$ cat src/rtl/core/u8cpf_pkg.sv
package u8cpf_pkg;

	localparam int POS_W       = 17;
	localparam int LEN_W       = 16;
	localparam int IN_TDATA_W  = 40;
	localparam int IN_TUSER_W  = 2;
	localparam int OUT_TDATA_W = 24;

	// largest character index taken; wider requests clamp to it
	localparam logic [32:0] MAX_LEN = 33'd65535;

	typedef enum logic {
		DIR_FWD = 1'b0,
		DIR_BWD = 1'b1
	} dir_t;

	typedef struct packed {
		dir_t             mode;
		logic             first;
		logic [LEN_W-1:0] target_index;
		logic [LEN_W-1:0] byte_count;
		logic [7:0]       data_byte;
		logic             last;
	} beat_t;

	typedef struct packed {
		dir_t             direction;
		logic [LEN_W-1:0] index_left;
		logic [LEN_W-1:0] byte_pos;
		logic [1:0]       skip_left;
		logic [LEN_W-1:0] last_start_pos;
		logic             answered;
		logic [LEN_W-1:0] answer;
		logic [LEN_W-1:0] total_len;
	} state_t;

	localparam state_t STATE_RST = '{
		direction:      DIR_FWD,
		index_left:     '0,
		byte_pos:       '0,
		skip_left:      '0,
		last_start_pos: '0,
		answered:       1'b0,
		answer:         '0,
		total_len:      '0
	};

	// bytes that follow a lead byte in its encoding
	function automatic logic [1:0] enc_ext(input logic [7:0] b);
		logic [1:0] ext;
		if (b < 8'hC0) begin
			ext = 2'd0;
		end else if (b < 8'hE0) begin
			ext = 2'd1;
		end else if (b < 8'hF0) begin
			ext = 2'd2;
		end else begin
			ext = 2'd3;
		end
		return ext;
	endfunction

endpackage

$ cat src/rtl/core/u8cpf_step.sv
module u8cpf_step (
	input  u8cpf_pkg::beat_t                    beat,
	input  u8cpf_pkg::state_t                   state,
	output u8cpf_pkg::state_t                   nxt,
	output logic [u8cpf_pkg::POS_W-1:0]         position
);
	import u8cpf_pkg::*;

	state_t           ld;
	logic [LEN_W-1:0] off;
	logic [LEN_W-1:0] span_m1;
	logic [LEN_W-1:0] bad;
	logic [LEN_W-1:0] ext_w;
	logic [LEN_W-1:0] lo;
	logic [LEN_W-1:0] pending;
	logic [1:0]       ext;
	logic             is_lead;

	always_comb begin
		ld = state;
		if (beat.first) begin
			ld.direction      = beat.mode;
			ld.index_left     = ({17'd0, beat.target_index} > MAX_LEN) ?
			                    MAX_LEN[LEN_W-1:0] : beat.target_index;
			ld.total_len      = beat.byte_count;
			ld.byte_pos       = '0;
			ld.skip_left      = '0;
			ld.last_start_pos = beat.byte_count;
			ld.answered       = 1'b0;
			ld.answer         = '0;
		end

		nxt     = ld;
		ext     = enc_ext(beat.data_byte);
		ext_w   = {{(LEN_W-2){1'b0}}, ext};
		is_lead = beat.data_byte[7:6] != 2'b10;
		off     = '0;
		span_m1 = '0;
		bad     = '0;

		if (ld.byte_pos < ld.total_len) begin
			nxt.byte_pos = ld.byte_pos + 1'b1;
			if (!ld.answered) begin
				if (ld.direction == DIR_FWD) begin
					off = ld.byte_pos;
					if (ld.skip_left != 2'd0) begin
						nxt.skip_left = ld.skip_left - 1'b1;
					end else if (ld.index_left == '0) begin
						nxt.answer   = off;
						nxt.answered = 1'b1;
					end else begin
						nxt.index_left = ld.index_left - 1'b1;
						if (is_lead) begin
							nxt.skip_left = ext;
						end
					end
				end else begin
					off = ld.total_len - ld.byte_pos - 1'b1;
					if (is_lead) begin
						// continuations beyond what this lead claims count one each
						span_m1 = ld.last_start_pos - off - 1'b1;
						bad     = (span_m1 > ext_w) ? span_m1 - ext_w : '0;
						if (ld.index_left < bad) begin
							nxt.answer   = ld.last_start_pos - ld.index_left - 1'b1;
							nxt.answered = 1'b1;
						end else if (ld.index_left == bad) begin
							nxt.answer   = off;
							nxt.answered = 1'b1;
						end else begin
							nxt.index_left     = ld.index_left - bad - 1'b1;
							nxt.last_start_pos = off;
						end
					end
				end
			end
		end

		// stray continuations left at the low end still count as characters
		lo      = nxt.total_len - nxt.byte_pos;
		pending = nxt.last_start_pos - lo;
		if (nxt.direction == DIR_FWD) begin
			position = nxt.answered ? {1'b0, nxt.answer} : {1'b0, nxt.total_len};
		end else if (nxt.answered) begin
			position = {1'b0, nxt.answer};
		end else if (nxt.index_left < pending) begin
			position = {1'b0, nxt.last_start_pos - nxt.index_left - 1'b1};
		end else begin
			position = '1;
		end
	end

endmodule

$ cat src/rtl/core/utf8_char_position_finder_core.sv
// A result reaches m_tvalid through beat_s1 and then the output register
// once its tlast beat is accepted. Throughput: one byte beat per cycle while
// the sink does not stall, set by the state update on the string's counters.
// A stalled result holds in the output register while one more beat may enter.
// Reset (arst_n low) clears the valid flags and the string state at once.
module utf8_char_position_finder_core (
	input  logic                                 clk,
	input  logic                                 arst_n,
	input  logic                                 s_tvalid,
	output logic                                 s_tready,
	// target_index[15:0], byte_count[31:16], data_byte[39:32]
	input  logic [u8cpf_pkg::IN_TDATA_W-1:0]     s_tdata,
	// mode[0], first[1]
	input  logic [u8cpf_pkg::IN_TUSER_W-1:0]     s_tuser,
	input  logic                                 s_tlast,
	output logic                                 m_tvalid,
	input  logic                                 m_tready,
	// position[16:0], zero[23:17]
	output logic [u8cpf_pkg::OUT_TDATA_W-1:0]    m_tdata
);
	import u8cpf_pkg::*;

	beat_t            beat_s1;
	logic             valid_s1;
	state_t           state_q;
	state_t           state_nxt;
	logic [POS_W-1:0] pos_nxt;
	logic [POS_W-1:0] pos_q;
	logic             m_valid_q;
	logic             adv;

	assign adv      = !m_valid_q || m_tready;
	assign s_tready = !valid_s1 || adv;
	assign m_tvalid = m_valid_q;
	assign m_tdata  = {{(OUT_TDATA_W-POS_W){1'b0}}, pos_q};

	always_ff @(posedge clk or negedge arst_n) begin
		if (!arst_n) begin
			valid_s1 <= 1'b0;
		end else if (s_tready) begin
			valid_s1 <= s_tvalid;
		end
	end

	always_ff @(posedge clk) begin
		if (s_tready && s_tvalid) begin
			beat_s1.mode         <= dir_t'(s_tuser[0]);
			beat_s1.first        <= s_tuser[1];
			beat_s1.target_index <= s_tdata[15:0];
			beat_s1.byte_count   <= s_tdata[31:16];
			beat_s1.data_byte    <= s_tdata[39:32];
			beat_s1.last         <= s_tlast;
		end
	end

	u8cpf_step u_step (
		.beat     (beat_s1),
		.state    (state_q),
		.nxt      (state_nxt),
		.position (pos_nxt)
	);

	always_ff @(posedge clk or negedge arst_n) begin
		if (!arst_n) begin
			state_q   <= STATE_RST;
			m_valid_q <= 1'b0;
		end else if (adv) begin
			if (valid_s1) begin
				state_q <= state_nxt;
			end
			m_valid_q <= valid_s1 && beat_s1.last;
		end
	end

	// hold the result while the sink stalls
	always_ff @(posedge clk) begin
		if (adv && valid_s1 && beat_s1.last) begin
			pos_q <= pos_nxt;
		end
	end

endmodule

$ cat config.mk
export PLATFORM = sky130hd
export DESIGN_NAME = utf8_char_position_finder_core
export DESIGN_NICKNAME = d
export VERILOG_FILES = /design/src/rtl/core/u8cpf_pkg.sv /design/src/rtl/core/u8cpf_step.sv /design/src/rtl/core/utf8_char_position_finder_core.sv
export SDC_FILE = /design/constraint.sdc
export NUM_CORES = 1
export LEC_CHECK = 0
export ABC_AREA = 1
export BUFFER_PORTS_ARGS = -buffer_cell sky130_fd_sc_hd__buf_2
export CAP_MARGIN = 20
export CORE_MARGIN = 5
export CORE_UTILIZATION = 30
export DETAILED_ROUTE_END_ITERATION = 12
export PLACE_DENSITY = 0.53
export SETUP_SLACK_MARGIN = 0.1
export SYNTH_ARGS = -nofsm -noshare
export SYNTH_HDL_FRONTEND = slang
export SYNTH_SLANG_ARGS = --single-unit
$ cat constraint.sdc
create_clock -name clk -period 21.3 [get_ports clk]
set_input_delay 1.065 -clock clk [delete_from_list [all_inputs] [get_ports clk]]
set_output_delay 1.065 -clock clk [all_outputs]
set_load 0.02 [all_outputs]
Word level (Yosys, flattened, before mapping)
Cells that the tools add are included.
{ "classes": {"addsub": 16, "multipliers": 0, "div_mod_pow": 0, "n_lt_le_gt_ge": 7, "eq_ne": 2, "shifts": 0, "n_mux": 31, "bitwise_logic": 0, "n_reduce_logical": 11} }
{ "op_table": {"columns": ["op", "n"], "rows": [
  ["two-way mux 16 bit", 12],
  ["two-way mux 17 bit", 8],
  ["subtractor 16 bit", 7],
  ["subtractor 16 x 1 -> 16 bit, second input constant", 6],
  ["two-way mux 84 bit", 1],
  ["two-way mux 67 bit", 1],
  ["< comparator 16 bit", 3],
  ["two-way mux 35 bit", 1],
  ["two-way mux 33 bit", 1],
  ["< comparator 8 bit, second input constant", 3],
  ["adder 16 x 1 -> 16 bit, second input constant", 1],
  ["equality test 16 bit", 1],
  ["> comparator 16 x 2 -> 1 bit", 1],
  ["logical NOT 16 bit", 1],
  ["subtractor 16 x 2 -> 16 bit", 1],
  ["two-way mux 2 bit", 6],
  ["logical AND 1 bit", 4],
  ["logical NOT 1 bit", 2],
  ["logical OR 1 bit", 2],
  ["inequality test 2 bit, second input constant", 1],
  ["AND reduction 2 bit", 1],
  ["nonzero test 2 bit", 1],
  ["subtractor 2 x 1 -> 2 bit, second input constant", 1],
  ["two-way mux 1 bit", 1]
]} }
{ "word_totals": {"ff_bits": 146, "latchBits": 0, "mem_bits_rw": 0, "romBits": 0, "out_inout_bits": 26, "word_cells": 84, "mem_count": 0} }

Logic depth before layout (Yosys ltp)
{ "depth": {"ltp_word": 21, "depth_mapped": 77} }

By module
A second synthesis with hierarchy kept.
{ "hier_totals": {"cells_unflattened": 2245, "hier_area_um2": 15344.7} }
{ "modules_own_cells": {"columns": ["mod", "n_inst", "cells_per_inst", "area_each_um2", "seq_area_each_um2"], "rows": [
  ["u8cpf_step", 1, 1801, 10087.2, 0.0],
  ["utf8_char_position_finder_core", 1, 444, 5257.5, 3953.8]
]} }

Worst setup path before layout
Ideal clock, no wire load.
{ "synth_path": {"path_type": "reg-to-reg", "start": "register beat_s1[41] (netlist name)", "end": "register pos_q[0], data pin", "setup_time_ns": 0.260, "arrival_time_ns": 10.036, "required_ns": 21.040, "path_slack_ns": 11.004, "path_stages_with_launch": 72, "path_buffers": 9, "path_cell_list": "edfxtp_1 > buf_6 > buf_4 > buf_2 > buf_1 > clkbuf_1 > nand2_1 > o21ai_0 > ha_1 > ha_1 > inv_1 > nand2_1 > nand3_1 > nand2_1 > xor2_1 > inv_1 > ha_1 > nand2_1 > [... 36 more ...] > nor3_1 > nand2_1 > o211ai_1 > a21oi_1 > o21ai_0 > a21oi_1 > o21ai_0 > a21oi_1 > nor2_1 > nor2_1 > xor2_1 > ha_1 > a21oi_1 > o221a_2 > nand2_1 > nand2_2 > buf_6 > nand2_1"} }
{ "synth_lines": {"columns": ["item", "line_no", "text"], "rows": [
  ["from (decl)", "utf8_char_position_finder_core.sv:23", "beat_t beat_s1;"],
  ["to (signal assigned)", "utf8_char_position_finder_core.sv:78", "pos_q <= pos_nxt;"],
  ["to (decl)", "utf8_char_position_finder_core.sv:28", "logic [POS_W-1:0] pos_q;"]
]} }

==> summary.txt <==
Unrepaired setup endpoints after global routing -> no
Crit path to -> pos_q[13]
Slew @ Worst Pin -> 1.13 ns
Area Overhead vs Synth -> 11.1%
Total number of vias -> 14689
I/O Buffers -> 61
Vias in the first global route -> 14156
Starting density of the core -> 30.2%
Antenna Nets Post-Route -> 0
Die Y -> 232 um
Period utilization -> 65.4%
Hold Buf Count CTS -> 0
Sequential fraction of the synthesis area -> 26.0%
Yosys top cell by area -> dfrtp_1
Maxcap violations -> 0
Initial antenna violation count -> 0
Max-slew violation count -> 0
Slew HR -> 24.2%
Post_cts resized -> 0
Hold/Removal Path Class -> in2async
Root Driver -> clkbuf_16
Fraction of layout cells with a size suffix above 1 -> 11.1%
Critical path capture point type -> flop
Pin count of the biggest net entering global routing -> 90
Crit path max fanout -> 45
Tmin final -> 13.93 ns
Crit path launch -> beat_s1[41]
I/O pin count -> 73
Primary FF master, synth -> dfrtp_1
Clock slew at reported path FFs -> 0.07 ns
TritonCTS clock tree -> built
Area fraction of the dominant cell type after synthesis -> 14.6%
Arr. time, crit path -> 14.10 ns
Vias/cell -> 5.20
Dpl cell area -> 15700 um2
R2R cell count -> 64
Gpl congestion -> 0.950
Yosys cell types -> 61
Cell area after layout -> 16400 um2
Layout Skew -> 0.0150 ns
Top cells by area, synth -> dfrtp_1 15%, nand2_1 12%, edfxtp_1 11%
Hold Fails Final Rpt -> 0
GRT Total Usage -> 20.5%
Slowest CP cell -> o21ai_0
Die W -> 232 um
Clk sinks -> 142
Post-synth EDFFs -> 56
First-pass GRT wire length -> 84300 um
Pre-antenna DRT Iters -> 6
Skew-Pair Late Insertion Delay -> 0.46 ns
Startpoint types -> flop
Critical R2R Launch -> beat_s1[41]
Synth Area per Inst -> 7.00 um2
Post-CTS setup buffer count -> 0
H-tree depth -> 4
Wire per inst -> 19.9 um
Status -> complete, no violations
CTS max path bufs -> 2
Reg2reg end -> pos_q[13]
Synth Cell Area -> 14800 um2
Routed WL -> 56200 um
Synth Instances -> 2108
Required time of the critical path -> 21.47 ns
DRC -> 0
Row Count -> 81
Final net count -> 2340
Yosys warning count -> 0
Post-DP HPWL -> 43900 um
Detailed Route Iter0 Violations -> 1395
FMAX -> 71.8 MHz
Async SR Flop Fraction -> 60.6%
CP Class -> reg2reg
Inserted Diodes -> 0
Num CTS Buffers -> 17
Die ar. -> 53700 um2
Reg-to-reg slack, setup -> 7.37 ns
Setup_tns -> 0 ns
GR Overflow Total -> 0
Most common cell after layout, fill and taps aside -> nand2_1
Final Setup Violations -> 0
Number of synthesized register bits -> 142
Commonest cells after routing, fill and taps aside -> 488 x nand2_1, 272 x inv_1, 197 x o21ai_0, 173 x a21oi_1, 129 x nor2_1
CP max stage delay -> 0.79 ns
Critical path's most frequent cell -> nand2_1
Core footprint -> 48800 um2
[through the flow]
step           instances  utilization [%]  hold slack [ns]  setup slack, ns
2_1_floorplan       2114                -            0.443            11.00
3_3_place_gp        2794             32.2            0.463             7.60
3_5_place_dp        2794             32.2            0.463             7.49
4_1_cts             2826             33.5            0.470             7.46
5_1_grt             2827             33.6            0.492             6.39
6_report            2827             33.6            0.481             7.37
[final cells by class]
type	instances	area, um2
Tap cell	664	831
Multi-Input combinational cell	1619	9530
Timing Repair Buffer	79	463
Sequential cell	142	3830
Clock buffer	18	429
Clock inverter	14	215
Fill cell	5343	32500
Inverter	291	1090
[cells in the mapped netlist (17+ instances only)]
cell      count
inv_2        17
o22ai_1      21
inv_1       273
xor2_1       59
nor2_1      130
xnor2_1      21
nand2_1     489
clkbuf_1     34
fa_1         20
nand2_2      48
o21ai_0     197
dfrtp_1      86
a21oi_1     173
ha_1        123
o211ai_1     18
edfxtp_1     56
o21ai_1      19
nand3_1     108
[registers in the layout, indices dropped and copies added, names as in the netlist]
register	flops
beat_s1	39
m_tvalid	1
pos_q	17
state_q	84
valid_s1	1
[logic make-up (layout without fill, tap and decap cells)]
group / after synthesis / after routing / share of synthesized area [%]
other: 1 / 7 / 0.0254
flip-flops: 142 / 142 / 26.0
adder cells (fa/ha/maj): 143 / 143 / 13.1
AO/OA/AOI/OAI: 504 / 504 / 19.1
XOR/XNOR: 81 / 81 / 4.86
AND/OR/NAND/NOR: 884 / 884 / 27.2
buffers and inverters: 353 / 402 / 9.64
[worst min-delay path by stage]
stage,slack [ns],depth (start not counted),to
after floorplan,0.44,2,state_q[19]
after global placement,0.46,2,state_q[19]
after detailed placement,0.46,2,state_q[19]
after CTS,0.47,1,state_q[45]
after global routing,0.49,1,state_q[45]
final,0.48,1,state_q[45]
[worst max-delay path: cells and delay by family, from the launching register on]
kind            cells  cell delay [ns]
fa+ha+maj           6             1.97
flops               1             0.32
simple gates       34             5.07
buf+inv            13             2.69
xor+xnor            2             0.40
compound gates      9             3.12
[routing by layer]
layer	global-route usage (%)	share of wire (%)	vias to the layer above
li1	-	-	7110
met5	0	0	-
met2	34.3	47	507
met1	27.4	43	6985
met4	7.88	3.8	0
met3	2.20	5.7	87
Power is left out: the tool's default activity adds up to more than one toggle a clock period on the data nets, which glitch-free logic cannot reach.
